$ cat src/hw/rtl/bwe_pkg.sv
`timescale 1ns / 1ps
// ============================================================================
// bwe_pkg
// Shared types, constants and helpers of the box wireframe edge generator.
// ============================================================================
package bwe_pkg;

    localparam int MAX_LINES_DEF   = 1024;
    localparam int QUEUE_DEPTH_DEF = 2;
    localparam int COORD_W         = 32;
    localparam int COLOR_W         = 32;
    localparam int SLOT_W          = 10;
    localparam int EDGE_W          = 4;
    localparam int CORNER_W        = 3;

    localparam logic [EDGE_W-1:0] EDGE_FIRST = 4'd0;
    localparam logic [EDGE_W-1:0] EDGE_LAST  = 4'd11;

    typedef logic signed [COORD_W-1:0] coord_t;
    typedef logic [COLOR_W-1:0]        color_t;
    typedef logic [SLOT_W-1:0]         slot_t;
    typedef logic [EDGE_W-1:0]         edge_idx_t;
    typedef logic [CORNER_W-1:0]       corner_t;

    typedef enum logic
    {
        CMD_ADD   = 1'b0,
        CMD_CLEAR = 1'b1
    } cmd_t;

    typedef struct packed
    {
        cmd_t   cmd;
        coord_t lo_x;
        coord_t lo_y;
        coord_t lo_z;
        coord_t hi_x;
        coord_t hi_y;
        coord_t hi_z;
        color_t color;
    } qentry_t;

    function automatic coord_t sat_sum(input coord_t a, input coord_t b, input logic sub);
        logic signed [COORD_W:0] ea;
        logic signed [COORD_W:0] eb;
        logic signed [COORD_W:0] s;
        coord_t                  r;
        ea = {a[COORD_W-1], a};
        eb = {b[COORD_W-1], b};
        s  = sub ? (ea - eb) : (ea + eb);
        if (s[COORD_W] != s[COORD_W-1])
        begin
            r = s[COORD_W] ? {1'b1, {(COORD_W-1){1'b0}}} : {1'b0, {(COORD_W-1){1'b1}}};
        end
        else
        begin
            r = s[COORD_W-1:0];
        end
        return r;
    endfunction

    function automatic corner_t edge_from(input edge_idx_t e);
        corner_t c;
        unique case (e)
            4'd0:    c = 3'd0;
            4'd1:    c = 3'd0;
            4'd2:    c = 3'd0;
            4'd3:    c = 3'd1;
            4'd4:    c = 3'd1;
            4'd5:    c = 3'd2;
            4'd6:    c = 3'd2;
            4'd7:    c = 3'd3;
            4'd8:    c = 3'd4;
            4'd9:    c = 3'd4;
            4'd10:   c = 3'd5;
            4'd11:   c = 3'd6;
            default: c = 3'd0;
        endcase
        return c;
    endfunction

    function automatic corner_t edge_to(input edge_idx_t e);
        corner_t c;
        unique case (e)
            4'd0:    c = 3'd1;
            4'd1:    c = 3'd2;
            4'd2:    c = 3'd4;
            4'd3:    c = 3'd3;
            4'd4:    c = 3'd5;
            4'd5:    c = 3'd3;
            4'd6:    c = 3'd6;
            4'd7:    c = 3'd7;
            4'd8:    c = 3'd5;
            4'd9:    c = 3'd6;
            4'd10:   c = 3'd7;
            4'd11:   c = 3'd7;
            default: c = 3'd0;
        endcase
        return c;
    endfunction

endpackage

$ cat src/hw/rtl/bwe_front.sv
`timescale 1ns / 1ps
// ============================================================================
// bwe_front
// Accepts input words, forms the saturated low and high corners of a box
// and holds one classified entry for the queue.
// ============================================================================
module bwe_front
    import bwe_pkg::*;
(
    input  logic    clk,
    input  logic    rst_n,
    input  logic    in_valid,
    output logic    in_ready,
    input  logic    cmd,
    input  coord_t  center_x,
    input  coord_t  center_y,
    input  coord_t  center_z,
    input  coord_t  half_x,
    input  coord_t  half_y,
    input  coord_t  half_z,
    input  color_t  color,
    output logic    entry_valid,
    input  logic    entry_ready,
    output qentry_t entry
);

    logic    valid_reg;
    logic    valid_next;
    qentry_t entry_reg;
    qentry_t entry_next;
    logic    accept;

    assign in_ready    = !valid_reg || entry_ready;
    assign accept      = in_valid && in_ready;
    assign entry_valid = valid_reg;
    assign entry       = entry_reg;

    always_comb
    begin
        entry_next.cmd   = cmd_t'(cmd);
        entry_next.lo_x  = sat_sum(center_x, half_x, 1'b1);
        entry_next.lo_y  = sat_sum(center_y, half_y, 1'b1);
        entry_next.lo_z  = sat_sum(center_z, half_z, 1'b1);
        entry_next.hi_x  = sat_sum(center_x, half_x, 1'b0);
        entry_next.hi_y  = sat_sum(center_y, half_y, 1'b0);
        entry_next.hi_z  = sat_sum(center_z, half_z, 1'b0);
        entry_next.color = color;
    end

    always_comb
    begin
        valid_next = valid_reg;
        if (accept)
        begin
            valid_next = 1'b1;
        end
        else if (entry_ready)
        begin
            valid_next = 1'b0;
        end
    end

    always_ff @(posedge clk or negedge rst_n)
    begin
        if (!rst_n)
        begin
            valid_reg <= 1'b0;
        end
        else
        begin
            valid_reg <= valid_next;
        end
    end

    always_ff @(posedge clk)
    begin
        if (accept)
        begin
            entry_reg <= entry_next;
        end
    end

endmodule

$ cat src/hw/rtl/bwe_queue.sv
`timescale 1ns / 1ps
// ============================================================================
// bwe_queue
// Short first-in first-out queue of classified entries between the front
// and the back.
// ============================================================================
module bwe_queue
    import bwe_pkg::*;
#(
    parameter int DEPTH = QUEUE_DEPTH_DEF
)
(
    input  logic    clk,
    input  logic    rst_n,
    input  logic    push_valid,
    output logic    push_ready,
    input  qentry_t push_data,
    output logic    head_valid,
    input  logic    head_pop,
    output qentry_t head
);

    localparam int PTR_W = (DEPTH > 1) ? $clog2(DEPTH) : 1;
    localparam int CNT_W = $clog2(DEPTH + 1);

    qentry_t            mem_reg [DEPTH];
    logic [PTR_W-1:0]   wr_ptr_reg;
    logic [PTR_W-1:0]   wr_ptr_next;
    logic [PTR_W-1:0]   rd_ptr_reg;
    logic [PTR_W-1:0]   rd_ptr_next;
    logic [CNT_W-1:0]   count_reg;
    logic [CNT_W-1:0]   count_next;
    logic               push;
    logic               pop;

    assign push_ready = (count_reg != CNT_W'(DEPTH));
    assign head_valid = (count_reg != '0);
    assign push       = push_valid && push_ready;
    assign pop        = head_pop && head_valid;
    assign head       = mem_reg[rd_ptr_reg];

    always_comb
    begin
        wr_ptr_next = wr_ptr_reg;
        rd_ptr_next = rd_ptr_reg;
        count_next  = count_reg;
        if (push)
        begin
            wr_ptr_next = (wr_ptr_reg == PTR_W'(DEPTH - 1)) ? '0 : wr_ptr_reg + 1'b1;
        end
        if (pop)
        begin
            rd_ptr_next = (rd_ptr_reg == PTR_W'(DEPTH - 1)) ? '0 : rd_ptr_reg + 1'b1;
        end
        if (push && !pop)
        begin
            count_next = count_reg + 1'b1;
        end
        else if (pop && !push)
        begin
            count_next = count_reg - 1'b1;
        end
    end

    always_ff @(posedge clk or negedge rst_n)
    begin
        if (!rst_n)
        begin
            wr_ptr_reg <= '0;
            rd_ptr_reg <= '0;
            count_reg  <= '0;
        end
        else
        begin
            wr_ptr_reg <= wr_ptr_next;
            rd_ptr_reg <= rd_ptr_next;
            count_reg  <= count_next;
        end
    end

    always_ff @(posedge clk)
    begin
        if (push)
        begin
            mem_reg[wr_ptr_reg] <= push_data;
        end
    end

endmodule

$ cat src/hw/rtl/bwe_back.sv
`timescale 1ns / 1ps
// ============================================================================
// bwe_back
// Walks the twelve wireframe lines of the queue head, assigns line slots from the
// line count and drives the registered result word.
// ============================================================================
module bwe_back
    import bwe_pkg::*;
#(
    parameter int MAX_LINES = MAX_LINES_DEF
)
(
    input  logic    clk,
    input  logic    rst_n,
    input  logic    head_valid,
    input  qentry_t head,
    output logic    head_pop,
    output logic    out_valid,
    input  logic    out_ready,
    output coord_t  start_x,
    output coord_t  start_y,
    output coord_t  start_z,
    output coord_t  end_x,
    output coord_t  end_y,
    output coord_t  end_z,
    output color_t  line_color,
    output slot_t   slot,
    output logic    stored,
    output logic    last
);

    localparam int CNT_W = $clog2(MAX_LINES + 1);

    logic             out_valid_reg;
    logic             out_valid_next;
    edge_idx_t        edge_reg;
    edge_idx_t        edge_next;
    logic [CNT_W-1:0] line_count_reg;
    logic [CNT_W-1:0] line_count_next;
    coord_t           start_x_reg;
    coord_t           start_y_reg;
    coord_t           start_z_reg;
    coord_t           end_x_reg;
    coord_t           end_y_reg;
    coord_t           end_z_reg;
    color_t           line_color_reg;
    slot_t            slot_reg;
    slot_t            slot_next;
    logic             stored_reg;
    logic             last_reg;
    logic             load_en;
    logic             issue;
    logic             clear;
    logic             has_room;
    corner_t          c_from;
    corner_t          c_to;

    assign load_en  = !out_valid_reg || out_ready;
    assign issue    = head_valid && (head.cmd == CMD_ADD) && load_en;
    assign clear    = head_valid && (head.cmd == CMD_CLEAR);
    assign head_pop = clear || (issue && (edge_reg == EDGE_LAST));
    assign has_room = (line_count_reg < CNT_W'(MAX_LINES));
    assign c_from   = edge_from(edge_reg);
    assign c_to     = edge_to(edge_reg);

    always_comb
    begin
        out_valid_next  = out_valid_reg;
        edge_next       = edge_reg;
        line_count_next = line_count_reg;
        slot_next       = '0;
        if (has_room)
        begin
            slot_next = SLOT_W'(line_count_reg);
        end
        if (issue)
        begin
            out_valid_next = 1'b1;
            edge_next      = (edge_reg == EDGE_LAST) ? EDGE_FIRST : edge_reg + 1'b1;
            if (has_room)
            begin
                line_count_next = line_count_reg + 1'b1;
            end
        end
        else if (out_ready)
        begin
            out_valid_next = 1'b0;
        end
        if (clear)
        begin
            line_count_next = '0;
        end
    end

    always_ff @(posedge clk or negedge rst_n)
    begin
        if (!rst_n)
        begin
            out_valid_reg  <= 1'b0;
            edge_reg       <= EDGE_FIRST;
            line_count_reg <= '0;
        end
        else
        begin
            out_valid_reg  <= out_valid_next;
            edge_reg       <= edge_next;
            line_count_reg <= line_count_next;
        end
    end

    always_ff @(posedge clk)
    begin
        if (issue)
        begin
            start_x_reg    <= c_from[0] ? head.hi_x : head.lo_x;
            start_y_reg    <= c_from[1] ? head.hi_y : head.lo_y;
            start_z_reg    <= c_from[2] ? head.hi_z : head.lo_z;
            end_x_reg      <= c_to[0] ? head.hi_x : head.lo_x;
            end_y_reg      <= c_to[1] ? head.hi_y : head.lo_y;
            end_z_reg      <= c_to[2] ? head.hi_z : head.lo_z;
            line_color_reg <= head.color;
            slot_reg       <= slot_next;
            stored_reg     <= has_room;
            last_reg       <= (edge_reg == EDGE_LAST);
        end
    end

    assign out_valid  = out_valid_reg;
    assign start_x    = start_x_reg;
    assign start_y    = start_y_reg;
    assign start_z    = start_z_reg;
    assign end_x      = end_x_reg;
    assign end_y      = end_y_reg;
    assign end_z      = end_z_reg;
    assign line_color = line_color_reg;
    assign slot       = slot_reg;
    assign stored     = stored_reg;
    assign last       = last_reg;

endmodule

$ cat src/hw/rtl/box_wireframe_edge_generator.sv
`timescale 1ns / 1ps
// ============================================================================
// box_wireframe_edge_generator
// Turns an axis-aligned box into its twelve wireframe lines, each tagged
// with the line slot it fills.
//
//   Channel  Handshake            Word
//   input    in_valid / in_ready  cmd, center_x..z, half_x..z, color
//   output   out_valid/out_ready  start_x..z, end_x..z, line_color, slot,
//                                 stored, last
//
// A box yields one edge per cycle while out_ready holds, paced by the
// single output register. A clear word yields nothing. An input word
// passes the front register, the queue and the output register before
// its first edge appears. Reset zeroes the line count and empties the
// pipeline. The queue lets the front take words while the output stalls.
// ============================================================================
module box_wireframe_edge_generator
    import bwe_pkg::*;
#(
    parameter int MAX_LINES   = MAX_LINES_DEF,
    parameter int QUEUE_DEPTH = QUEUE_DEPTH_DEF
)
(
    input  logic   clk,
    input  logic   rst_n,
    input  logic   in_valid,
    output logic   in_ready,
    input  logic   cmd,
    input  coord_t center_x,
    input  coord_t center_y,
    input  coord_t center_z,
    input  coord_t half_x,
    input  coord_t half_y,
    input  coord_t half_z,
    input  color_t color,
    output logic   out_valid,
    input  logic   out_ready,
    output coord_t start_x,
    output coord_t start_y,
    output coord_t start_z,
    output coord_t end_x,
    output coord_t end_y,
    output coord_t end_z,
    output color_t line_color,
    output slot_t  slot,
    output logic   stored,
    output logic   last
);

    logic    entry_valid;
    logic    entry_ready;
    qentry_t entry;
    logic    head_valid;
    logic    head_pop;
    qentry_t head;

    bwe_front u_front
    (
        .clk         (clk),
        .rst_n       (rst_n),
        .in_valid    (in_valid),
        .in_ready    (in_ready),
        .cmd         (cmd),
        .center_x    (center_x),
        .center_y    (center_y),
        .center_z    (center_z),
        .half_x      (half_x),
        .half_y      (half_y),
        .half_z      (half_z),
        .color       (color),
        .entry_valid (entry_valid),
        .entry_ready (entry_ready),
        .entry       (entry)
    );

    bwe_queue #(
        .DEPTH (QUEUE_DEPTH)
    ) u_queue (
        .clk        (clk),
        .rst_n      (rst_n),
        .push_valid (entry_valid),
        .push_ready (entry_ready),
        .push_data  (entry),
        .head_valid (head_valid),
        .head_pop   (head_pop),
        .head       (head)
    );

    bwe_back #(
        .MAX_LINES (MAX_LINES)
    ) u_back (
        .clk        (clk),
        .rst_n      (rst_n),
        .head_valid (head_valid),
        .head       (head),
        .head_pop   (head_pop),
        .out_valid  (out_valid),
        .out_ready  (out_ready),
        .start_x    (start_x),
        .start_y    (start_y),
        .start_z    (start_z),
        .end_x      (end_x),
        .end_y      (end_y),
        .end_z      (end_z),
        .line_color (line_color),
        .slot       (slot),
        .stored     (stored),
        .last       (last)
    );

endmodule
$ cat config.mk
export PLATFORM = sky130hd
export DESIGN_NAME = box_wireframe_edge_generator
export DESIGN_NICKNAME = d
export VERILOG_FILES = /design/src/hw/rtl/bwe_pkg.sv /design/src/hw/rtl/bwe_front.sv /design/src/hw/rtl/bwe_queue.sv /design/src/hw/rtl/bwe_back.sv /design/src/hw/rtl/box_wireframe_edge_generator.sv
export SDC_FILE = /design/constraint.sdc
export NUM_CORES = 1
export LEC_CHECK = 0
export BUFFER_PORTS_ARGS = -buffer_cell sky130_fd_sc_hd__buf_2
export CORE_ASPECT_RATIO = 1.2
export CORE_MARGIN = 4
export CORE_UTILIZATION = 55
export DETAILED_ROUTE_END_ITERATION = 7
export PLACE_DENSITY_LB_ADDON = 0.3
export REMOVE_ABC_BUFFERS = 1
export SYNTH_ARGS = -nofsm -noshare
export SYNTH_HDL_FRONTEND = slang
export SYNTH_SLANG_ARGS = --single-unit
$ cat constraint.sdc
create_clock -name clk -period 16.2 [get_ports clk]
set_input_delay 1.62 -clock clk [delete_from_list [all_inputs] [get_ports clk]]
set_output_delay 1.62 -clock clk [all_outputs]
set_load 0.01 [all_outputs]
==> flow_metrics.env <==
export IMPL_status="finished clean"
export IMPL_critPathSlowestCell="a2111oi_0"
export IMPL_synth_distinct_cells=97
export IMPL_timing_fmax_ghz=0.184
export IMPL_cts_buffers=89
export IMPL_fin_nets=4073
export IMPL_critPathMaxFanout=14
export IMPL_vdd_ir_drop_max_uv=149
export IMPL_setup_viol=0
export IMPL_antenna_found_initial=6
export IMPL_grt_use_total=0.256
export IMPL_r2r_end="u_back.start_z[27]$_DFFE_PP_"
export IMPL_vias_per_cell=6.01
export IMPL_overflow=0
export IMPL_largest_register_ffs=450
export IMPL_r2r_slack_ns=12.23
export IMPL_area_growth_pct=13.6
export IMPL_setup_slack_ns=10.75
export IMPL_netlist_instances=3214
export IMPL_syn_area_per_cell_sq_um=14.2
export IMPL_placed_area_sq_um=49100
export IMPL_pin_count=467
export IMPL_fill_cells=6179
export IMPL_worst_pin_slew_ns=1.26
export IMPL_hpwl_microns=81800
export IMPL_fp_dieW_microns=271
export IMPL_worstSetupStartpointType="primary input"
export IMPL_power_frac_comb=0.312
export IMPL_power_mw=9.23
export IMPL_layout_drive_gt1_share=0.246
export IMPL_cts_resized=0
export IMPL_synth_edf_count=911
export IMPL_clk_latency_ns=0.67
export IMPL_hold_buffers=0
export IMPL_hold_class="reg2reg"
export IMPL_relSlewSlack=0.159
export IMPL_powerDensity_nw_per_um2=178
export IMPL_ant_nets=0
export IMPL_path_class="in2reg"
export IMPL_cap_violations=0
export IMPL_arrival_ns=5.80
export IMPL_dp_slack_ns=10.14
export IMPL_cts_root_buf="clkbuf_16"
export IMPL_wl_per_cell_microns=23.9
export IMPL_rows=115
export IMPL_r2r_start="u_queue.rd_ptr_reg$_DFFE_PN0P_"
export IMPL_rsz0062_at_grt="no"
export IMPL_switchingPower_mw=3.00
export IMPL_cts_setup_buffers=0
export IMPL_grt_pass1_vias=28800
export IMPL_reg2reg_depth=5
export IMPL_finalHoldWorstSlack_ns=0.409
export IMPL_initial_core_util=0.556
export IMPL_die_area_sq_um=87900
export IMPL_die_h_microns=324
export IMPL_clockBufferDepth=3
export IMPL_intPower_mw=6.23
export IMPL_htree_levels=3
export IMPL_p_seq_frac=0.469
export IMPL_tns_ns=0
export IMPL_cp_slowest_stage_delay_ns=0.89
export IMPL_power_share_clock=0.220
export IMPL_worstPathCellList="buf_2 -> inv_1 -> ha_1 -> o21bai_1 -> a2111oi_0 -> nor4b_1 -> o31ai_1 -> nand3_1 -> a211oi_1 -> nand2_1 -> o22ai_1 -> o21ai_0"
export IMPL_clock_skew_ns=0.0477
export IMPL_cts_clk_slew_worst_paths_ns=0.06
export IMPL_endpoint="u_front.entry[116]$_DFFE_PP_"
export IMPL_seq_area_frac_synth=0.609
export IMPL_synth_area_sq_um=45800
export IMPL_min_period_ns=5.45
export IMPL_p_leak_nw=19.2
export IMPL_async_flop_share=0.0225
export IMPL_route_detailed_drc=0
export IMPL_finalCritPeriodShare=0.336
export IMPL_drtIter0Drc=2600
export IMPL_grt_pass1_wl_microns=172000
export IMPL_switching_share=0.325
export IMPL_cts_tree="built"
export IMPL_ys_warn_count=0
export IMPL_numPortBuffers=466
export IMPL_via_count=29000
export IMPL_cp_data_required_time_ns=16.56
export IMPL_drv_slew=0
export IMPL_gp_congestion=0.938
export IMPL_yosys_most_used_dff="edfxtp_1"
export IMPL_cts_sinks=932
export IMPL_cp_startpoint="half_x[2]"
export IMPL_grt_start_max_net_pins=142
export IMPL_synth_seq_cells=932
export IMPL_hold_viol=0
export IMPL_wirelength_microns=115000
export IMPL_dr_pass1_iters=5
export IMPL_final_area_sq_um=52000
export IMPL_end_kind="flop"
export IMPL_core_area_sq_um=82300
==> critical path, delay by kind of cell <==
kind | cells | cell delay [ns]
adders and majority gates | 1 | 0.44
and+or+nand+nor | 3 | 0.68
buffers and inverters | 2 | 0.13
AOI/OAI and AO/OA | 6 | 2.95
==> power by group through the flow <==
stage                     Clock (mW)  Sequential (mW)  Combinational [mW]
after detailed placement           0             4.35                2.91
after global placement             0             4.31                2.87
after CTS                       2.07             4.33                2.93
final                           2.03             4.33                2.88
after floorplan                    0             4.62                1.86
after global routing            2.18             4.40                3.11
==> placed cells by master (no fill, tap or decap), types with 17 or more instances in the layout <==
master	instances
edfxtp_1	911
buf_2	466
a21oi_1	270
inv_1	207
ha_1	200
mux4_2	192
nor2_1	174
o21ai_0	168
xnor2_1	158
nand2_1	102
clkbuf_16	89
o21bai_1	53
a21o_1	52
nor2b_1	37
nor3_1	35
o21a_1	35
mux2_2	34
nand3_1	33
nand2b_1	25
a31oi_1	24
o31ai_1	23
xor2_1	22
buf_4	22
or3_1	21
maj3_1	20
dfrtp_1	20
o211ai_1	19
clkinv_2	17
==> layout make-up <==
class                      instances  area (sq um)  share of cell area
clock inverter                    51           544              0.0105
timing repair buffer             490          2540              0.0488
inverter                         212           803              0.0155
multi-input combinational       1913         16500               0.317
tap                             1111          1390              0.0267
clock buffer                     108          2330              0.0448
sequential                       932         27900               0.536
antenna                            1          2.50           0.0000481
==> synthesized netlist by cell type, types with 13 or more instances <==
| cell | n | area (sq um) |
|---|---|---|
| mux4_2 | 192 | 4320 |
| xor2_1 | 22 | 193 |
| o21bai_1 | 53 | 398 |
| mux2_2 | 34 | 383 |
| nand4_1 | 13 | 81.3 |
| a21oi_1 | 270 | 1350 |
| a31oi_1 | 25 | 156 |
| o211ai_1 | 19 | 143 |
| xnor2_1 | 158 | 1380 |
| nor2_1 | 175 | 657 |
| inv_1 | 208 | 781 |
| ha_1 | 200 | 2500 |
| nor3_1 | 35 | 175 |
| nor2b_1 | 38 | 238 |
| edfxtp_1 | 911 | 27400 |
| nand3_1 | 33 | 165 |
| buf_1 | 24 | 90.1 |
| nand2_1 | 102 | 383 |
| o21ai_0 | 168 | 841 |
| a21o_1 | 52 | 390 |
| o31ai_1 | 23 | 173 |
| clkbuf_1 | 96 | 360 |
| dfrtp_1 | 21 | 526 |
| o21a_1 | 35 | 263 |
| buf_2 | 32 | 160 |
| maj3_1 | 20 | 200 |
| nand2b_1 | 25 | 156 |
| or3_1 | 21 | 131 |
==> logic make-up after synthesis <==
family / synth area share
AO/OA/AOI/OAI: 0.104
XOR/XNOR: 0.0344
adder cells (fa/ha/maj): 0.0617
buffers and inverters: 0.0318
flip-flops: 0.609
multiplexers: 0.105
AND/OR/NAND/NOR: 0.0537
==> metrics by stage <==
| step | util | std cells |
|---|---|---|
| after global routing | 0.632 | 4818 |
| after floorplan | - | 3057 |
| after global placement | 0.597 | 4658 |
| final | 0.632 | 4818 |
| after CTS | 0.632 | 4817 |
| after detailed placement | 0.597 | 4658 |
==> layer usage <==
| layer | vias up | global-route usage | part of all wire |
|---|---|---|---|
| met1 | 14500 | 0.336 | 0.40 |
| met5 | - | 0 | 0 |
| li1 | 13100 | - | - |
| met4 | 0 | 0.0704 | 0.026 |
| met2 | 1171 | 0.448 | 0.51 |
| met3 | 159 | 0.0428 | 0.070 |
==> worst min-delay path by stage <==
| stage | cells past startpoint | slack, ns | from | endpoint |
|---|---|---|---|---|
| after CTS | 0 | 0.41 | u_front.entry[65]$_DFFE_PP_ | u_queue.mem_reg[0][65]$_DFFE_PP_ |
| after global routing | 0 | 0.42 | u_front.entry[75]$_DFFE_PP_ | u_queue.mem_reg[0][75]$_DFFE_PP_ |
| after floorplan | 0 | 0.42 | u_front.entry[0]$_DFFE_PP_ | u_queue.mem_reg[0][0]$_DFFE_PP_ |
| final | 0 | 0.41 | u_front.entry[65]$_DFFE_PP_ | u_queue.mem_reg[0][65]$_DFFE_PP_ |
| after global placement | 0 | 0.42 | u_front.entry[18]$_DFFE_PP_ | u_queue.mem_reg[1][18]$_DFFE_PP_ |
| after detailed placement | 0 | 0.43 | u_front.entry[36]$_DFFE_PP_ | u_queue.mem_reg[1][36]$_DFFE_PP_ |
No activity file was read; power rests on OpenSTA's default activity.
